## config.mk

```make
export PLATFORM = sky130hd
export DESIGN_NAME = gwmr_div
export DESIGN_NICKNAME = d
export VERILOG_FILES = /design/src/hw/rtl/gwmr_div.sv
export SDC_FILE = /design/constraint.sdc
export NUM_CORES = 1
export LEC_CHECK = 0
export BUFFER_PORTS_ARGS = -buffer_cell sky130_fd_sc_hd__buf_2
export CAP_MARGIN = 15
export CORE_MARGIN = 2
export CORE_UTILIZATION = 40
export CTS_CLUSTER_SIZE = 28
export DETAILED_ROUTE_END_ITERATION = 10
export GPL_TIMING_DRIVEN = 0
export HOLD_SLACK_MARGIN = 0.05
export SLEW_MARGIN = 20
export SYNTH_ARGS = -nofsm -noshare
export SYNTH_HDL_FRONTEND = slang
export SYNTH_SLANG_ARGS = --single-unit
```

## constraint.sdc

```tcl
create_clock -name clk -period 10.3 [get_ports clk]
set_input_delay 2.06 -clock clk [delete_from_list [all_inputs] [get_ports clk]]
set_output_delay 2.06 -clock clk [all_outputs]
set_load 0.005 [all_outputs]
```

## src/hw/rtl/gwmr_div.sv

```systemverilog
// Restoring divider, one quotient bit per cycle, signed dividend over positive divisor.
module gwmr_div #(
	parameter int NW = 58,
	parameter int DW = 26
) (
	input  logic                 clk,
	input  logic                 arst_n,
	input  logic                 start,
	input  logic signed [NW-1:0] dividend,
	input  logic        [DW-1:0] divisor,
	output logic                 done,
	output logic signed [NW-1:0] quotient
);

	localparam int CNT_W = $clog2(NW + 1);

	logic             busy_q;
	logic             done_q;
	logic [CNT_W-1:0] cnt_q;
	logic [NW-1:0]    quo_q;
	logic [DW:0]      rem_q;
	logic [DW-1:0]    div_q;
	logic             neg_q;
	logic [DW:0]      rem_sh;
	logic [DW:0]      rem_diff;
	logic             fits;

	// One trial subtraction per cycle
	always_comb begin
		rem_sh   = {rem_q[DW-1:0], quo_q[NW-1]};
		fits     = rem_sh >= {1'b0, div_q};
		rem_diff = rem_sh - {1'b0, div_q};
	end

	// Control
	always_ff @(posedge clk or negedge arst_n) begin
		if (!arst_n) begin
			busy_q <= 1'b0;
			done_q <= 1'b0;
			cnt_q  <= '0;
		end else begin
			done_q <= 1'b0;
			if (start) begin
				busy_q <= 1'b1;
				cnt_q  <= CNT_W'(NW);
			end else if (busy_q) begin
				cnt_q <= cnt_q - 1'b1;
				if (cnt_q == CNT_W'(1)) begin
					busy_q <= 1'b0;
					done_q <= 1'b1;
				end
			end
		end
	end

	// Magnitude shift register and partial remainder
	always_ff @(posedge clk) begin
		if (start) begin
			neg_q <= dividend[NW-1];
			quo_q <= dividend[NW-1] ? NW'(-dividend) : NW'(dividend);
			rem_q <= '0;
			div_q <= divisor;
		end else if (busy_q) begin
			quo_q <= {quo_q[NW-2:0], fits};
			rem_q <= fits ? rem_diff : rem_sh;
		end
	end

	// Truncation toward zero: quotient takes the dividend's sign
	assign done     = done_q;
	assign quotient = neg_q ? -$signed(quo_q) : $signed(quo_q);

endmodule

```

Yosys cells after proc, flatten, opt, wreduce, memory -nomap -nowiden

Index checks and enable logic that the tools add are counted.

Output and inout bits: 59
Word-level logic and storage cells: 27
Register bits: 119
Input port bits: 87

Muxes and demuxes: 13
Equality and inequality tests: 1
Add/sub/neg operators: 4
Reductions and logical operators: 1
Order comparisons: 1

Operators with widths:

| kind                | number |
|---|---|
| $mux 58             | 4 |
| $neg 58->58         | 2 |
| $ge 27x26->1        | 1 |
| $mux 26             | 1 |
| $sub 26x26->26      | 1 |
| $mux 6              | 2 |
| $eq 6x1->1 const B  | 1 |
| $mux 1              | 6 |
| $sub 6x1->6 const B | 1 |
| $reduce_bool 2->1   | 1 |

Longest topological paths before layout

Depth after elaboration: 4
Gate-level depth with buffers: 12
Depth with buffers taken out: 12

Worst setup path before layout

OpenSTA, ideal clock, no wires.

Kind: register to output
Start point: register quo_q[9]
End point: output port quotient[56]
Slack: 5151 ps
Required time: 8240 ps
Arrival: 3089 ps
Buffers on the path: 0
Stages on the path, launching flop included: 9
Path through: edfxtp_1 or3_1 or3_1 or4_4 or2_4 or4_1 or4_4 o31ai_1 xnor2_1

Longest elaborated chain between the ends: 2

Ends and longest elaborated chain:

| item                     | line | text |
|---|---|---|
| start: declaration       | 20   | `logic [NW-1:0] quo_q;` |
| start signal: assignment | 60   | `quo_q <= dividend[NW-1] ? NW'(-dividend) : NW'(dividend);` |
| start signal: assignment | 64   | `quo_q <= {quo_q[NW-2:0], fits};` |
| $neg 58->58              | 71   | `assign quotient = neg_q ? -$signed(quo_q) : $signed(quo_q);` |
| $mux 58                  | 71   |  |
| end: declaration         | 12   | `output logic signed [NW-1:0] quotient` |

Every way passes these cells.

Worst setup path in the final report

Start point: register quo_q[9]
End point: output port quotient[40]

The elaborated chain is that of the path after synthesis.

==> impl_metrics.py <==
metrics = {
    "outcome": {
        "status": "completed",
    },
    "placed_design": {
        "placed_cells": 1344,
        "dp_hpwl_um": 17400,
        "gp_congestion": 0.874,
        "port_buffers": 145,
    },
    "timing": {
        "clock_skew_ns": 0.00612,
        "fin_setup_tns_ns": 0,
        "post-route-min-period_ns": 6.05,
        "maxSlewViolCount": 0,
        "relSlewSlack_pct": 40.7,
        "fmax_ghz": 0.165,
        "hold_viol_final": 0,
        "rsz0062_at_grt": "false",
        "setup_violations": 0,
        "tightestPinTransition_ns": 0.882,
        "period_share_pct": 58.8,
    },
    "worst_setup_path": {
        "path_cells": "or3_1 > or3_1 > or4_4 > or3_1 > or2_2 > or3_1 > o41ai_1 > xnor2_1 > buf_2",
        "r2r_cells": 10,
        "regToRegSetupSlack_ns": 6.35,
        "end_kind": "output port",
        "cp_common_cell": "or3_1",
        "worstPathArrival_ns": 3.99,
        "slowest_delay_ns": 0.47,
        "critPathKind": "flip-flop to output port",
        "cp_max_fo": 6,
        "crit_path_start_kind": "flip-flop",
        "slowest_stage": "or4_4",
        "regToRegStartpoint": "div_q[6]",
        "r2r_end": "rem_q[22]",
        "crit_required_ns": 8.24,
    },
    "cts": {
        "cts_tree": "yes",
        "clkLatencyLatePin_ns": 0.43,
        "cts_max_path_buffers": 2,
        "ctsHoldBuffers": 0,
        "path_clk_slew_ns": 0.05,
        "cts_setup_buffers": 0,
        "cts-root-buf": "clkbuf_16",
        "cts_buffers": 17,
        "cts-htree-levels": 4,
        "clock-sinks": 119,
        "cts_resized": 0,
    },
    "floorplan": {
        "core.rowCount": 53,
        "coreArea_um2": 20800,
        "die_x_um": 149,
        "io_pins": 146,
        "dieArea_um2": 22200,
        "die_h_um": 149,
        "start_util_pct": 40.4,
    },
    "global_route": {
        "grt_max_degree": 60,
        "antenna_found_initial": 1,
        "grt_pass1_wl_um": 37400,
        "grt_overflow": 0,
        "first_global_vias": 7092,
        "grt_util_all_layers_pct": 21.4,
    },
    "logic_synthesis": {
        "synthesis.area_um2": 8410,
        "ys.flop_type": "edfxtp_1",
        "ys_ff_latch": 119,
        "ys_types": 60,
        "synth.most_common_cell": "nor2_1",
        "synth-edff-count": 85,
        "synth_top_cell_by_area": "edfxtp_1",
        "synth_common_cells": "108 x nor2_1, 85 x edfxtp_1, 78 x a21oi_1, 77 x xnor2_1, 59 x o21ai_0",
        "yosysSeqAreaShare_pct": 38.9,
        "netlist_top_cells_area": "edfxtp_1 30%, xnor2_1 8.0%, dfxtp_1 6.2%",
        "synth_nets": 1042,
        "netlist.area_leader.share_pct": 30.4,
        "yosys_warnings": 0,
        "synthCells": 924,
        "syn_area_per_cell_um2": 9.10,
        "async_reset_ff_share_pct": 6.72,
    },
    "power_and_ir_drop": {
        "cellPowerDensity_nw_per_um2": 200,
        "ir_worst_vdd_uv": 155,
        "p_leak_nw": 4.06,
    },
    "drt": {
        "dr.pass1.iters": 5,
        "drc_errors": 0,
        "wirelength_um": 23500,
        "first_iter_violations": 441,
        "ant_nets": 0,
        "vias": 7454,
        "vias_per_cell": 5.41,
        "post_drt_wl_per_cell_um": 17.1,
    },
    "cells_and_area": {
        "fillers": 2030,
        "layout.cells.non_filler": 1377,
        "drive_gt1_share_pct": 18.0,
        "area_delta_synth_final_pct": 19.2,
        "fin_nets": 1206,
    },
    "min_path": {
        "hold_end": "rem_q[15]",
        "hold_class": "flip-flop to flip-flop",
        "hp-start": "rem_q[15]",
        "min_delay_path_depth": 2,
    },
    "flow_run": {
        "max_cap_viol_count": 0,
    },
}
cells in the final DEF, fill, tap and decap left out, types with 27 or more instances in the layout:
cell type,n
nand2_1,46
edfxtp_1,85
inv_1,41
nor2_1,108
a21oi_1,78
clkbuf_1,41
o31ai_1,31
ha_1,30
buf_2,148
xor2_1,57
a211oi_1,27
xnor2_1,77
o21ai_0,59
metal layers:
layer  vias to the layer above  GRT usage (%)  share of wire, %
li1                       3705              -                 -
met4                         0           7.10               2.0
met1                      3520           29.6                47
met5                         -              0                 0
met3                        31           4.95               6.4
met2                       198           33.3                45
state kept, by name (all words and copies together) (netlist names):
| signal | cells |
|---|---|
| quo_q | 58 |
| div_q | 26 |
| rem_q | 26 |
| cnt_q | 6 |
| busy_q | 1 |
| done | 1 |
| neg_q | 1 |
cells by family after synthesis:
| kind of cell | synth area share (%) |
|---|---|
| DFF | 38.9 |
| adders and majority gates | 4.70 |
| muxes | 2.75 |
| AOI/OAI and AO/OA | 18.7 |
| xor gates and xnor gates | 14.0 |
| and+or+nand+nor | 17.0 |
| buffers and inverters | 3.88 |
power breakdown:
part | switching (mW) | internal (mW)
Clock | 0.219 | 0.333
Sequential | 0.0806 | 0.606
Combinational | 0.415 | 0.350
worst max-delay path, delay by kind of cell (launching register included):
family                 cells  cell delay, ns
XOR/XNOR                   1            0.17
AND/OR/NAND/NOR            6            2.48
buffers and inverters      1            0.14
AO/OA/AOI/OAI              1            0.34
flip-flops                 1            0.45
worst max path at each step:
stage	start	to	slack, ns
3_5_place_dp	quo_q[9]	quotient[56]	4.72
5_1_grt	quo_q[9]	quotient[40]	4.10
2_1_floorplan	quo_q[9]	quotient[56]	5.15
3_3_place_gp	quo_q[9]	quotient[56]	4.73
4_1_cts	quo_q[9]	quotient[56]	4.25
6_report	quo_q[9]	quotient[40]	4.25
final cells by class:
type                            instances  area, µm²  area share (%)
Buffer                                 44        173            1.72
Clock buffer                           21        450            4.50
Clock inverter                         11       85.1           0.849
Timing Repair Buffer                  145        726            7.24
Sequential cell                       119       3270            32.7
Multi-Input combinational cell        720       4810            48.0
Inverter                               41        154            1.54
Antenna cell                            1       2.50          0.0250
Tap cell                              275        344            3.43
through the flow:
| step | setup slack [ns] | area (µm²) | hold WS, ns | power (mW) | util [%] |
|---|---|---|---|---|---|
| floorplan | 5.15 | 8410 | 0.471 | 1.23 | - |
| global placement | 4.73 | 9480 | 0.489 | 1.45 | 45.5 |
| detailed placement | 4.72 | 9480 | 0.497 | 1.45 | 45.5 |
| CTS | 4.25 | 10000 | 0.504 | 2.01 | 48.1 |
| global route | 4.10 | 10000 | 0.533 | 2.13 | 48.1 |
| finish | 4.25 | 10000 | 0.504 | 2.00 | 48.1 |
(Power assumes the default switching activity.)
